==> config.mk <==
export PLATFORM = sky130hd
export DESIGN_NAME = onewire_bus_master
export DESIGN_NICKNAME = d
export VERILOG_FILES = /design/src/hw/rtl/owbm_pkg.sv /design/src/hw/rtl/owbm_cfg_regs.sv /design/src/hw/rtl/owbm_engine.sv /design/src/hw/rtl/onewire_bus_master.sv
export SDC_FILE = /design/constraint.sdc
export NUM_CORES = 1
export LEC_CHECK = 0
export BUFFER_PORTS_ARGS = -buffer_cell sky130_fd_sc_hd__clkbuf_2
export CAP_MARGIN = 30
export CORE_AREA = 2 2 121 123
export DETAILED_ROUTE_END_ITERATION = 6
export DIE_AREA = 0 0 123 125
export PLACE_DENSITY_LB_ADDON = 0.15
export SYNTH_ARGS = -nofsm -noshare
export SYNTH_HDL_FRONTEND = slang
export SYNTH_SLANG_ARGS = --single-unit
==> constraint.sdc <==
create_clock -name clk -period 10.35 [get_ports clk]
set_clock_uncertainty 0.2 [all_clocks]
set_input_delay 2.07 -clock clk [delete_from_list [all_inputs] [get_ports clk]]
set_output_delay 2.07 -clock clk [all_outputs]
set_load 0.1 [all_outputs]
==> src/hw/rtl/owbm_pkg.sv <==
// ----------------------------------------------------------------------------
// owbm_pkg
// Types and constants shared by the one-wire bus master: beat payloads, the
// timing register set, register indexes, command codes, modes and phases.
// ----------------------------------------------------------------------------
package owbm_pkg;

    // command codes carried in the operation field
    localparam logic [1:0] OP_TICK  = 2'd0;
    localparam logic [1:0] OP_RESET = 2'd1;
    localparam logic [1:0] OP_WRITE = 2'd2;
    localparam logic [1:0] OP_READ  = 2'd3;

    // command modes held by the engine
    localparam logic [1:0] MODE_IDLE  = 2'd0;
    localparam logic [1:0] MODE_RESET = 2'd1;
    localparam logic [1:0] MODE_WRITE = 2'd2;
    localparam logic [1:0] MODE_READ  = 2'd3;

    // slot phases
    localparam logic [1:0] PH_START  = 2'd0;
    localparam logic [1:0] PH_MIDDLE = 2'd1;
    localparam logic [1:0] PH_END    = 2'd2;

    // timing register indexes
    localparam logic [2:0] REG_RESET_LOW     = 3'd0;
    localparam logic [2:0] REG_PRESENCE_SMP  = 3'd1;
    localparam logic [2:0] REG_RESET_RECOVER = 3'd2;
    localparam logic [2:0] REG_SLOT_LOW      = 3'd3;
    localparam logic [2:0] REG_WRITE_HOLD    = 3'd4;
    localparam logic [2:0] REG_SLOT_RECOVER  = 3'd5;
    localparam logic [2:0] REG_READ_SAMPLE   = 3'd6;
    localparam logic [2:0] REG_READ_REST     = 3'd7;

    localparam int CFG_IDX_W  = 3;
    localparam int CFG_DATA_W = 10;
    localparam int TIMER_W    = 10;
    localparam int READ_OUT_W = 16;

    typedef struct packed {
        logic [1:0] operation;
        logic [7:0] write_byte;
        logic [4:0] read_count;
        logic       line_level;
    } owbm_in_t;

    typedef struct packed {
        logic        drive_low;
        logic        busy_res;
        logic        done_res;
        logic        presence_level;
        logic [15:0] read_data;
        logic        rejected;
    } owbm_out_t;

    typedef struct packed {
        logic [9:0] reset_low_time;
        logic [9:0] presence_sample_time;
        logic [9:0] reset_recover_time;
        logic [5:0] slot_low_time;
        logic [7:0] write_hold_time;
        logic [5:0] slot_recover_time;
        logic [5:0] read_sample_time;
        logic [7:0] read_rest_time;
    } owbm_cfg_t;

    // length in ticks of a phase; a zero register still gives one tick
    function automatic logic [TIMER_W-1:0] phase_len(
        input logic [1:0] mode,
        input logic [1:0] phase,
        input owbm_cfg_t  cfg
    );
        logic [TIMER_W-1:0] t;
        t = '0;
        if (mode == MODE_RESET) begin
            if (phase == PH_START)
                t = cfg.reset_low_time;
            else if (phase == PH_MIDDLE)
                t = cfg.presence_sample_time;
            else
                t = cfg.reset_recover_time;
        end else if (mode == MODE_WRITE) begin
            if (phase == PH_START)
                t = TIMER_W'(cfg.slot_low_time);
            else if (phase == PH_MIDDLE)
                t = TIMER_W'(cfg.write_hold_time);
            else
                t = TIMER_W'(cfg.slot_recover_time);
        end else begin
            if (phase == PH_START)
                t = TIMER_W'(cfg.slot_low_time);
            else if (phase == PH_MIDDLE)
                t = TIMER_W'(cfg.read_sample_time);
            else
                t = TIMER_W'(cfg.read_rest_time);
        end
        if (t == '0)
            t = TIMER_W'(1);
        return t;
    endfunction

endpackage

==> src/hw/rtl/owbm_cfg_regs.sv <==
// ----------------------------------------------------------------------------
// owbm_cfg_regs
// Timing register file, written one register per configuration beat.
// ----------------------------------------------------------------------------
module owbm_cfg_regs (
    input  logic                            clk,
    input  logic                            rst_n,
    input  logic                            wr_en,
    input  logic [owbm_pkg::CFG_IDX_W-1:0]  wr_index,
    input  logic [owbm_pkg::CFG_DATA_W-1:0] wr_data,
    output owbm_pkg::owbm_cfg_t             cfg
);
    import owbm_pkg::*;

    owbm_cfg_t cfg_reg;
    owbm_cfg_t cfg_next;

    // pick the addressed field, truncating the data to its width
    always_comb
    begin
        cfg_next = cfg_reg;
        if (wr_en) begin
            unique case (wr_index)
                REG_RESET_LOW:     cfg_next.reset_low_time       = wr_data;
                REG_PRESENCE_SMP:  cfg_next.presence_sample_time = wr_data;
                REG_RESET_RECOVER: cfg_next.reset_recover_time   = wr_data;
                REG_SLOT_LOW:      cfg_next.slot_low_time        = wr_data[5:0];
                REG_WRITE_HOLD:    cfg_next.write_hold_time      = wr_data[7:0];
                REG_SLOT_RECOVER:  cfg_next.slot_recover_time    = wr_data[5:0];
                REG_READ_SAMPLE:   cfg_next.read_sample_time     = wr_data[5:0];
                REG_READ_REST:     cfg_next.read_rest_time       = wr_data[7:0];
                default:           cfg_next = cfg_reg;
            endcase
        end
    end

    // register file with the standard timings after reset
    always_ff @(posedge clk or negedge rst_n)
    begin
        if (!rst_n) begin
            cfg_reg.reset_low_time       <= 10'd500;
            cfg_reg.presence_sample_time <= 10'd70;
            cfg_reg.reset_recover_time   <= 10'd430;
            cfg_reg.slot_low_time        <= 6'd2;
            cfg_reg.write_hold_time      <= 8'd55;
            cfg_reg.slot_recover_time    <= 6'd2;
            cfg_reg.read_sample_time     <= 6'd10;
            cfg_reg.read_rest_time       <= 8'd49;
        end else begin
            cfg_reg <= cfg_next;
        end
    end

    assign cfg = cfg_reg;

endmodule

==> src/hw/rtl/owbm_engine.sv <==
// ----------------------------------------------------------------------------
// owbm_engine
// Bus state machine: one tick per step, computing the drive, status and
// read data of that tick and advancing the slot state.
// ----------------------------------------------------------------------------
module owbm_engine #(
    parameter int WRITE_BITS    = 8,
    parameter int MAX_READ_BITS = 16
) (
    input  logic                 clk,
    input  logic                 rst_n,
    input  logic                 step,
    input  owbm_pkg::owbm_in_t   tick,
    input  owbm_pkg::owbm_cfg_t  cfg,
    output owbm_pkg::owbm_out_t  res
);
    import owbm_pkg::*;

    localparam int MAX_BITS = (WRITE_BITS > MAX_READ_BITS) ? WRITE_BITS : MAX_READ_BITS;
    localparam int BLW      = $clog2(MAX_BITS + 1);
    localparam int BPW      = $clog2(MAX_READ_BITS + 1);

    logic [1:0]            mode_reg,     mode_next;
    logic [1:0]            phase_reg,    phase_next;
    logic [TIMER_W-1:0]    timer_reg,    timer_next;
    logic [BLW-1:0]        bits_reg,     bits_next;
    logic [7:0]            send_reg,     send_next;
    logic [READ_OUT_W-1:0] rshift_reg,   rshift_next;
    logic [BPW-1:0]        bitpos_reg,   bitpos_next;
    logic                  presence_reg, presence_next;

    logic                  drive;
    logic                  done;
    logic                  rej;
    logic [READ_OUT_W-1:0] rdata;
    logic [BLW-1:0]        rcount;

    // one tick: command start, drive, then phase timer
    always_comb
    begin
        mode_next     = mode_reg;
        phase_next    = phase_reg;
        timer_next    = timer_reg;
        bits_next     = bits_reg;
        send_next     = send_reg;
        rshift_next   = rshift_reg;
        bitpos_next   = bitpos_reg;
        presence_next = presence_reg;
        drive         = 1'b0;
        done          = 1'b0;
        rej           = 1'b0;
        rdata         = '0;
        rcount        = (int'(tick.read_count) > MAX_READ_BITS) ?
                        BLW'(MAX_READ_BITS) : BLW'(tick.read_count);

        // command decode
        if (mode_reg != MODE_IDLE) begin
            rej = (tick.operation != OP_TICK);
        end else begin
            unique case (tick.operation)
                OP_RESET:
                begin
                    mode_next  = MODE_RESET;
                    phase_next = PH_START;
                    timer_next = phase_len(MODE_RESET, PH_START, cfg);
                end
                OP_WRITE:
                begin
                    mode_next  = MODE_WRITE;
                    send_next  = tick.write_byte;
                    bits_next  = BLW'(WRITE_BITS);
                    phase_next = PH_START;
                    timer_next = phase_len(MODE_WRITE, PH_START, cfg);
                end
                OP_READ:
                begin
                    rshift_next = '0;
                    bitpos_next = '0;
                    if (rcount == '0) begin
                        done = 1'b1;
                    end else begin
                        mode_next  = MODE_READ;
                        bits_next  = rcount;
                        phase_next = PH_START;
                        timer_next = phase_len(MODE_READ, PH_START, cfg);
                    end
                end
                default:
                begin
                    mode_next = MODE_IDLE;
                end
            endcase
        end

        // active command: drive and timer
        if (mode_next != MODE_IDLE) begin
            if (phase_next == PH_START)
                drive = 1'b1;
            else if (phase_next == PH_MIDDLE && mode_next == MODE_WRITE)
                drive = ~send_next[0];

            timer_next = timer_next - TIMER_W'(1);
            if (timer_next == '0) begin
                if (mode_next == MODE_RESET) begin
                    if (phase_next == PH_START) begin
                        phase_next = PH_MIDDLE;
                        timer_next = phase_len(MODE_RESET, PH_MIDDLE, cfg);
                    end else if (phase_next == PH_MIDDLE) begin
                        presence_next = tick.line_level;
                        phase_next    = PH_END;
                        timer_next    = phase_len(MODE_RESET, PH_END, cfg);
                    end else begin
                        mode_next  = MODE_IDLE;
                        phase_next = PH_START;
                        done       = 1'b1;
                    end
                end else if (phase_next != PH_END) begin
                    // read sample at the end of the middle phase
                    if (mode_next == MODE_READ && phase_next == PH_MIDDLE &&
                        tick.line_level) begin
                        for (int i = 0; i < READ_OUT_W; i++) begin
                            if (int'(bitpos_next) == i)
                                rshift_next[i] = 1'b1;
                        end
                    end
                    phase_next = phase_next + 2'd1;
                    timer_next = phase_len(mode_next, phase_next, cfg);
                end else begin
                    if (mode_next == MODE_WRITE)
                        send_next = send_next >> 1;
                    else
                        bitpos_next = bitpos_next + BPW'(1);
                    bits_next = bits_next - BLW'(1);
                    if (bits_next == '0) begin
                        if (mode_next == MODE_READ)
                            rdata = rshift_next;
                        mode_next  = MODE_IDLE;
                        phase_next = PH_START;
                        done       = 1'b1;
                    end else begin
                        phase_next = PH_START;
                        timer_next = phase_len(mode_next, PH_START, cfg);
                    end
                end
            end
        end
    end

    // control state
    always_ff @(posedge clk or negedge rst_n)
    begin
        if (!rst_n) begin
            mode_reg     <= MODE_IDLE;
            phase_reg    <= PH_START;
            timer_reg    <= '0;
            bits_reg     <= '0;
            send_reg     <= '0;
            rshift_reg   <= '0;
            bitpos_reg   <= '0;
            presence_reg <= 1'b1;
        end else if (step) begin
            mode_reg     <= mode_next;
            phase_reg    <= phase_next;
            timer_reg    <= timer_next;
            bits_reg     <= bits_next;
            send_reg     <= send_next;
            rshift_reg   <= rshift_next;
            bitpos_reg   <= bitpos_next;
            presence_reg <= presence_next;
        end
    end

    assign res.drive_low      = drive;
    assign res.busy_res       = (mode_next != MODE_IDLE);
    assign res.done_res       = done;
    assign res.presence_level = presence_next;
    assign res.read_data      = rdata;
    assign res.rejected       = rej;

`ifndef SYNTHESIS
    // a command in progress always has a running phase timer
    a_timer_running: assert property (@(posedge clk) disable iff (!rst_n)
        mode_reg != MODE_IDLE |-> timer_reg != '0)
        else $error("phase timer stopped during a command");

    // rejection only happens while a command is in progress
    a_reject_busy: assert property (@(posedge clk) disable iff (!rst_n)
        step && rej |-> mode_reg != MODE_IDLE)
        else $error("command rejected while idle");

    // a write command loads the full bit count on start
    a_write_count: assert property (@(posedge clk) disable iff (!rst_n)
        step && mode_reg == MODE_IDLE && tick.operation == OP_WRITE
        |=> mode_reg == MODE_WRITE && bits_reg == BLW'(WRITE_BITS))
        else $error("write command did not start correctly");
`endif

endmodule

==> src/hw/rtl/onewire_bus_master.sv <==
// ----------------------------------------------------------------------------
// onewire_bus_master
// One-wire bus master: one tick beat in, one result beat out, with reset and
// presence detect, byte write and multi-bit read under programmable timing.
//
//   channel  direction  handshake            payload
//   in       input      in_valid/in_ready    in_item  (owbm_in_t)
//   res      output     res_valid/res_ready  res_item (owbm_out_t)
//   cfg      input      cfg_valid/cfg_ready  cfg_index, cfg_data
//
// One tick beat per cycle sustained while res_ready stays high; a result goes
// from the input register through the engine into the result register, which
// offers it until res_ready takes it.
// The engine state advances as a tick moves into the result register, so the
// whole tick is worked in the same cycle as that move.
// Reset restores the standard timings and idles the bus; cfg_ready is always
// high. A stall on res_ready holds the result and then the input register.
// ----------------------------------------------------------------------------
module onewire_bus_master #(
    parameter int WRITE_BITS    = 8,
    parameter int MAX_READ_BITS = 16
) (
    input  logic                            clk,
    input  logic                            rst_n,
    input  logic                            in_valid,
    output logic                            in_ready,
    input  owbm_pkg::owbm_in_t              in_item,
    output logic                            res_valid,
    input  logic                            res_ready,
    output owbm_pkg::owbm_out_t             res_item,
    input  logic                            cfg_valid,
    output logic                            cfg_ready,
    input  logic [owbm_pkg::CFG_IDX_W-1:0]  cfg_index,
    input  logic [owbm_pkg::CFG_DATA_W-1:0] cfg_data
);
    import owbm_pkg::*;

    owbm_cfg_t cfg;
    owbm_in_t  tick_reg;
    logic      tick_valid_reg;
    owbm_out_t res_reg;
    logic      res_valid_reg;
    owbm_out_t step_res;
    logic      advance;
    logic      res_free;

    // configuration writes are always taken
    assign cfg_ready = 1'b1;

    owbm_cfg_regs u_cfg (
        .clk      (clk),
        .rst_n    (rst_n),
        .wr_en    (cfg_valid),
        .wr_index (cfg_index),
        .wr_data  (cfg_data),
        .cfg      (cfg)
    );

    // pipeline flow control
    assign res_free = !res_valid_reg || res_ready;
    assign advance  = tick_valid_reg && res_free;
    assign in_ready = !tick_valid_reg || advance;

    owbm_engine #(
        .WRITE_BITS    (WRITE_BITS),
        .MAX_READ_BITS (MAX_READ_BITS)
    ) u_engine (
        .clk   (clk),
        .rst_n (rst_n),
        .step  (advance),
        .tick  (tick_reg),
        .cfg   (cfg),
        .res   (step_res)
    );

    // input register valid
    always_ff @(posedge clk or negedge rst_n)
    begin
        if (!rst_n)
            tick_valid_reg <= 1'b0;
        else if (in_ready)
            tick_valid_reg <= in_valid;
    end

    // input register payload
    always_ff @(posedge clk)
    begin
        if (in_valid && in_ready)
            tick_reg <= in_item;
    end

    // result register valid
    always_ff @(posedge clk or negedge rst_n)
    begin
        if (!rst_n)
            res_valid_reg <= 1'b0;
        else if (res_free)
            res_valid_reg <= tick_valid_reg;
    end

    // result register payload
    always_ff @(posedge clk)
    begin
        if (advance)
            res_reg <= step_res;
    end

    assign res_valid = res_valid_reg;
    assign res_item  = res_reg;

`ifndef SYNTHESIS
    // a completing command is no longer busy
    a_done_not_busy: assert property (@(posedge clk) disable iff (!rst_n)
        res_valid && res_item.done_res |-> !res_item.busy_res)
        else $error("done beat still reports busy");

    // read data only shows on a done beat
    a_data_on_done: assert property (@(posedge clk) disable iff (!rst_n)
        res_valid && res_item.read_data != '0 |-> res_item.done_res)
        else $error("read data outside a done beat");

    // the line is released whenever the bus is not busy
    a_idle_released: assert property (@(posedge clk) disable iff (!rst_n)
        res_valid && !res_item.busy_res |-> !res_item.drive_low)
        else $error("line driven while not busy");
`endif

endmodule
==> results of run 1 <==
## layout by cell type, fill, tap and decap left out, types with 5 or more instances in the layout
cell and n:
a22o_1 18, o21ai_0 21, o21ai_1 5, inv_1 12
ha_1 9, clkbuf_2 55, edfxtp_1 37, a32o_1 7
a22oi_1 12, a221o_1 7, a21oi_1 26, a31oi_1 9
nand4_1 8, nor4_1 8, nor2_1 43, mux2i_1 7
mux2_2 77, a221oi_1 9, and3_1 14, o2bb2ai_1 7
buf_4 12, a211oi_1 7, xnor2_1 5, dfrtp_1 87
and2_1 21, nor2b_1 9, xor2_1 7, clkbuf_16 19
nand2_1 68, nand3_1 12, nand2b_1 7, nor3b_1 8
dfstp_2 28, nor3_1 21
## worst min path at each step
stage	from	end	slack, ns	depth (start not counted)
global route	tick_valid_reg$_DFFE_PN0N_	res_valid$_DFFE_PN0P_	0.31	1
CTS	u_engine.rshift_reg[2]$_DFFE_PN0P_	u_engine.rshift_reg[2]$_DFFE_PN0P_	0.29	1
detailed placement	u_engine.rshift_reg[2]$_DFFE_PN0P_	u_engine.rshift_reg[2]$_DFFE_PN0P_	0.27	1
finish	u_engine.rshift_reg[2]$_DFFE_PN0P_	u_engine.rshift_reg[2]$_DFFE_PN0P_	0.28	1
floorplan	u_engine.rshift_reg[12]$_DFFE_PN0P_	u_engine.rshift_reg[12]$_DFFE_PN0P_	0.24	2
global placement	u_engine.rshift_reg[12]$_DFFE_PN0P_	u_engine.rshift_reg[12]$_DFFE_PN0P_	0.26	2
## layer usage
layer	global-route usage, %	wire, um
met1	38.02	8954
met2	48.91	10850
met3	6.022	1217
met4	10.23	576
met5	0	0
## kinds of logic (layout without fill, tap and decap cells)
| logic type | count (synthesis) | in the layout | share of synthesized area, % |
|---|---|---|---|
| compound gates | 176 | 176 | 16.56 |
| xor+xnor | 12 | 12 | 1.278 |
| fa+ha+maj | 9 | 9 | 1.370 |
| buf+inv | 56 | 114 | 2.694 |
| flops | 152 | 152 | 48.94 |
| mux | 84 | 84 | 11.40 |
| other cells | 1 | 1 | 0.04561 |
| simple gates | 259 | 259 | 17.71 |
## metrics by stage
stage / util (%) / setup slack, ns / total power, uW
2_1_floorplan: - / 5.188 / 1462
3_3_place_gp: 60.84 / 5.337 / 1667
3_5_place_dp: 60.98 / 5.315 / 1688
4_1_cts: 65.43 / 5.314 / 2355
5_1_grt: 65.63 / 4.988 / 2474
6_report: 65.63 / 5.317 / 2362
## final cells by class
| cell class | instances | area [sq um] | share of cell area [%] |
|---|---|---|---|
| well taps | 184 | 230.2 | 2.470 |
| clock buffers | 23 | 500.5 | 5.369 |
| inverters | 13 | 48.80 | 0.5235 |
| flip-flops and latches | 152 | 4024 | 43.17 |
| clock inverters | 9 | 132.6 | 1.423 |
| repair buffers | 69 | 404.1 | 4.336 |
| multi-input cells | 541 | 3981 | 42.71 |
## where the power goes
group / leakage (uW) / switching [uW] / internal [uW]
clock network: 0.000313 / 244 / 416
logic: 0.00172 / 508 / 322
registers: 0.00175 / 125 / 748
==> impl_metrics.json, run 1 <==
{
  "reg2reg_slack_ns": 5.40,
  "post-place-cells": 958,
  "reg2reg_depth": 11,
  "p_leak_uw": 0.003787,
  "clock-sinks": 152,
  "area_growth_pct": 13.38,
  "wl_mm": 21.60,
  "dp.final_hpwl_mm": 14.94,
  "num_vias": 6436,
  "grt_pass1_vias": 6489,
  "postSynthAreaPerCell_sq_um": 10.98,
  "rows": 44,
  "path_buf_inv": 2,
  "root_buffer": "clkbuf_16",
  "wl_per_cell_um": 21.80,
  "crit_type": "input port to primary output",
  "antenna_found_initial": 0,
  "drt_pass1_iterations": 5,
  "die_height_um": 125,
  "tightest_slew_ns": 1.054,
  "ctsHoldBuffers": 0,
  "rsz0062_at_grt": "no",
  "grt_pass1_wl_mm": 34.80,
  "syn_nets": 792,
  "dpl_cell_area_sq_um": 8661,
  "end_kind": "primary output",
  "r2r_start": "tick_reg[14]$_DFFE_PP_",
  "period_needed_ns": 5.033,
  "path_max_fanout": 3,
  "status": "finished, final reports clean",
  "cts_buffer_depth": 2,
  "maxSlewViolCount": 0,
  "yosysTopAreaCellShare_pct": 26.48,
  "numCtsBuffers": 17,
  "synth_flop_cell": "dfrtp_1",
  "ys_seq_area_share_pct": 48.94,
  "core_sq_um": 14200,
  "cp-start-kind": "input port",
  "clkTransAtPathRegs_ns": 0.06,
  "synth_area_sq_um": 8222,
  "grt-ovfl-total": 0,
  "globalplace.congestion": 0.9384,
  "post_cts_buffers": 0,
  "ir_worst_vdd_mv": 0.1961,
  "synth_edf_count": 37,
  "drt_iter0_drc": 535,
  "htree_num_levels": 4,
  "yosysMostFrequentCell": "dfrtp_1",
  "synth_area_leaders": "dfrtp_1 (26%), edfxtp_1 (14%), mux2_2 (11%)",
  "synthCells": 749,
  "portBuffers": 56,
  "ys_ff_latch": 152,
  "synth.yosys.warnings": 0,
  "num_io_pins": 58,
  "crit_path_start": "res_ready",
  "hold_viol": 0,
  "die_w_um": 123,
  "cpPeakStageDelay_ns": 0.47,
  "p_per_area_nw_per_um2": 253.4,
  "worst_hold_path_type": "flip-flop to flip-flop",
  "required_ns": 8.08,
  "slowest_stage": "clkbuf_2",
  "grt_max_degree": 78,
  "cts_tree": "yes",
  "globalRouteTotalUtil_pct": 29.36,
  "finalSetupViolCount": 0,
  "cap_viol_max_count": 0,
  "n_antenna_cell": 0,
  "drc": 0,
  "async_flop_share_pct": 75.66,
  "layout.nets": 837,
  "fmax_ghz": 0.1987,
  "whs_ns": 0.2840,
  "synthTopCellsByCount": "dfrtp_1 (87), mux2_2 (77), nand2_1 (68)",
  "worstSetupEndpoint": "in_ready",
  "die_area_sq_um": 15380,
  "ant_nets": 0,
  "yosysTopAreaCell": "dfrtp_1",
  "clk_latency_ns": 0.42,
  "drive_gt1_share_pct": 29.00,
  "largest_reg_flops": 64,
  "synthDistinctLibCells": 87,
  "path_cells": "clkbuf_2 > nand3b_1 > clkbuf_2",
  "slew_headroom_pct": 29.57,
  "cp_common_cell": "clkbuf_2",
  "fin_crit_sh_pct": 48.62,
  "ctsResizeCount": 0,
  "cp.depth": 3,
  "via_per_inst": 6.494,
  "start_util_pct": 57.88,
  "nFillCells": 1105,
  "cp_top_family": "buffers and inverters",
  "reg2reg_to": "res_item[17]$_DFFE_PP_",
  "final_cells": 991,
  "tns_ns": 0,
  "crit_arrival_ns": 2.76,
  "final_area_sq_um": 9321
}
Note: power is estimated with default switching activity, not from simulation.
==> run 2: changes to the inputs <==
--- a/config.mk
+++ b/config.mk
@@ -5,11 +5,12 @@
 export SDC_FILE = /design/constraint.sdc
 export NUM_CORES = 1
 export LEC_CHECK = 0
+export ABC_AREA = 1
 export BUFFER_PORTS_ARGS = -buffer_cell sky130_fd_sc_hd__clkbuf_2
 export CAP_MARGIN = 30
-export CORE_AREA = 2 2 121 123
+export CORE_AREA = 2 2 122 124
 export DETAILED_ROUTE_END_ITERATION = 6
-export DIE_AREA = 0 0 123 125
+export DIE_AREA = 0 0 124 126
 export PLACE_DENSITY_LB_ADDON = 0.15
 export SYNTH_ARGS = -nofsm -noshare
 export SYNTH_HDL_FRONTEND = slang
==> constraint.sdc (replaced) <==
create_clock -name clk -period 4.8 [get_ports clk]
set_clock_uncertainty 0.2 [all_clocks]
set_input_delay 0.96 -clock clk [delete_from_list [all_inputs] [get_ports clk]]
set_output_delay 0.96 -clock clk [all_outputs]
set_load 0.1 [all_outputs]
==> impl_metrics.json, run 2 <==
{
  "period_needed_ns": 4.274,
  "yosysTopAreaCellShare_pct": 25.97,
  "synth_compound_area_share_pct": 11.03,
  "core_sq_um": 14310,
  "crit_type": "flip-flop to flip-flop",
  "grt-ovfl-total": 0,
  "portBuffers": 56,
  "worst_hold_path_type": "flip-flop to flip-flop",
  "htree_num_levels": 4,
  "layout.nets": 1187,
  "n_antenna_cell": 0,
  "reg2reg_to": "u_engine.bits_reg[3]$_DFFE_PN0P_",
  "globalRouteTotalUtil_pct": 29.49,
  "p_int_uw": 3030,
  "path_max_fanout": 17,
  "cts_buffer_depth": 2,
  "p_sw_uw": 2207,
  "hold_viol": 0,
  "dp.final_hpwl_mm": 15.51,
  "cts_tree": "yes",
  "die_height_um": 126,
  "num_io_pins": 58,
  "synth.yosys.warnings": 0,
  "comb_power_share_pct": 40.7,
  "synth_top_family_by_area": "simple AND/OR/NAND/NOR gates",
  "hp-start": "u_engine.rshift_reg[13]$_DFFE_PN0P_",
  "layout_setup_ws_ns": 0.5260,
  "syn_nets": 1139,
  "rows": 44,
  "ctsHoldBuffers": 0,
  "reg2reg_depth": 18,
  "fmax_ghz": 0.2340,
  "synth_xor_area_share_pct": 0.2090,
  "wl_per_cell_um": 16.12,
  "reg2reg_slack_ns": 0.53,
  "seqPwrFrac_pct": 34.7,
  "yosys.area_share.simple_pct": 31.33,
  "yosysTopAreaCell": "dfrtp_1",
  "ant_nets": 0,
  "synth_edf_count": 37,
  "drc": 0,
  "final_area_sq_um": 9360,
  "hold_end": "u_engine.rshift_reg[13]$_DFFE_PN0P_",
  "ys_seq_area_share_pct": 48.01,
  "hold-path-cell-count": 2,
  "via_per_inst": 5.562,
  "p_per_area_nw_per_um2": 559.4,
  "num_vias": 7453,
  "drt_pass1_iterations": 5,
  "postSynthAreaPerCell_sq_um": 7.648,
  "die_area_sq_um": 15620,
  "multi_input_area_sq_um": 3745,
  "start_util_pct": 58.56,
  "final_common_cell": "nand2_1",
  "die_w_um": 124,
  "post_cts_buffers": 0,
  "clock-sinks": 152,
  "final_cell_mix": "nand2_1 (381), inv_1 (107), o21ai_0 (102)",
  "yosysMostFrequentCell": "nand2_1",
  "synth_flop_cell": "dfrtp_1",
  "grt_max_degree": 68,
  "grt_pass1_wl_mm": 35.54,
  "synthTopCellsByCount": "nand2_1 (381), inv_1 (108), o21ai_0 (102)",
  "synth_area_sq_um": 8382,
  "root_buffer": "clkbuf_16",
  "fin_crit_sh_pct": 89.04,
  "clk_latency_ns": 0.43,
  "ctsResizeCount": 0,
  "crit_arrival_ns": 4.43,
  "status": "finished, final reports clean",
  "drt_iter0_drc": 747,
  "switching_share_pct": 42.14,
  "antenna_found_initial": 0,
  "nFillCells": 1267,
  "synthCells": 1096,
  "ys_ff_latch": 152,
  "p_leak_uw": 0.004536,
  "slew_headroom_pct": 41.65,
  "grt_pass1_vias": 7094,
  "rsz0062_at_grt": "no",
  "end_kind": "flip-flop",
  "drive_gt1_share_pct": 14.36,
  "async_flop_share_pct": 75.66,
  "cap_viol_max_count": 0,
  "numCtsBuffers": 17,
  "area_growth_pct": 11.67,
  "pwr-share-clk_pct": 24.6,
  "cp-start-kind": "flip-flop",
  "finalSetupViolCount": 0,
  "ir_worst_vdd_mv": 0.3188,
  "clkTransAtPathRegs_ns": 0.06,
  "globalplace.congestion": 0.9481,
  "dpl_cell_area_sq_um": 8803,
  "required_ns": 4.96,
  "synthMuxAreaShare_pct": 0.7165,
  "r2r_start": "tick_reg[15]$_DFFE_PP_",
  "ff_latch_area_sq_um": 4024,
  "maxSlewViolCount": 0,
  "synth_area_leaders": "dfrtp_1 (26%), nand2_1 (17%), edfxtp_1 (13%)",
  "tightest_slew_ns": 0.8740,
  "tns_ns": 0,
  "synthDistinctLibCells": 49,
  "largest_reg_flops": 64,
  "dp_slack_ns": 0.6591,
  "wl_mm": 21.61,
  "synth_fa_ha_area_share_pct": 1.343
}
[run 2: cell count changes after synthesis, sizes merged, moves of 17 or more]
cell and delta:
o21ai +87, nor2 +49, nand3 +72, nand2 +318
nor3 -17, inv +103, and2 -22, a22o -17
mux2 -77
[run 2: kinds of logic after synthesis]
family	count (synthesis)
flip-flops	152
AO/OA/AOI/OAI	167
other	1
AND/OR/NAND/NOR	604
buffers and inverters	155
adder cells (fa/ha/maj)	9
multiplexers	6
XOR/XNOR	2
[run 2: layout make-up]
class | instances | share of cell area, %
clock buffers | 23 | 4.892
clock inverters | 8 | 1.056
inverters | 117 | 4.692
multi-input cells | 789 | 40.01
flip-flops and latches | 152 | 42.99
well taps | 184 | 2.460
repair buffers | 67 | 3.903
[run 2: worst max-delay path by stage]
stage                           startpoint                                 end  slack [ns]  cells after the start
floorplan            res_valid$_DFFE_PN0P_                            in_ready        1.70                      1
global placement    tick_reg[15]$_DFFE_PP_  u_engine.rshift_reg[4]$_DFFE_PN0P_        0.79                     16
detailed placement  tick_reg[15]$_DFFE_PP_  u_engine.rshift_reg[1]$_DFFE_PN0P_        0.66                     16
CTS                 tick_reg[15]$_DFFE_PP_    u_engine.bits_reg[3]$_DFFE_PN0P_        0.60                     18
global route        tick_reg[15]$_DFFE_PP_    u_engine.bits_reg[3]$_DFFE_PN0P_        0.15                     18
finish              tick_reg[15]$_DFFE_PP_    u_engine.bits_reg[3]$_DFFE_PN0P_        0.53                     18
[run 2: metal layers]
| metal | global-route usage [%] | part of all wire [%] | up-vias | wire length [um] |
|---|---|---|---|---|
| li1 | - | - | 3651 | - |
| met1 | 38.89 | 43 | 3497 | 9218 |
| met2 | 49.10 | 49 | 261 | 10620 |
| met3 | 5.344 | 5.9 | 44 | 1277 |
| met4 | 9.782 | 2.3 | 0 | 489 |
| met5 | 0 | 0 | - | 0 |
[run 2: metrics by stage]
step	hold WS, ns	cells	total power [uW]	util (%)
global placement	0.2631	1308	3902	61.45
detailed placement	0.2680	1309	3931	61.50
CTS	0.2841	1340	5225	65.39
global route	0.2971	1340	5595	65.39
floorplan	0.2484	1096	3398	-
finish	0.2817	1340	5236	65.39
[run 2: power groups by stage]
stage	clock network (uW)	registers (uW)	logic, uW
2_1_floorplan	0	1960	1440
3_3_place_gp	0	1830	2080
3_5_place_dp	0	1830	2100
4_1_cts	1300	1810	2120
5_1_grt	1360	1850	2390
6_report	1290	1820	2130
[run 2: worst max-delay path, stage by stage, from the launching register on]
cell,delay [ns]
edfxtp_1,0.59
nor2_2,0.10
nor2_4,0.35
nand2_4,0.24
nand2_1,0.14
a21boi_4,0.32
ha_1,0.25
inv_1,0.05
nand3_1,0.08
nand2_1,0.12
nor2_1,0.11
nand3_1,0.09
nor2_2,0.14
nand4_2,0.21
nor2_2,0.62
nand2_1,0.23
nand2_1,0.14
nand3_1,0.09
nand2_1,0.11
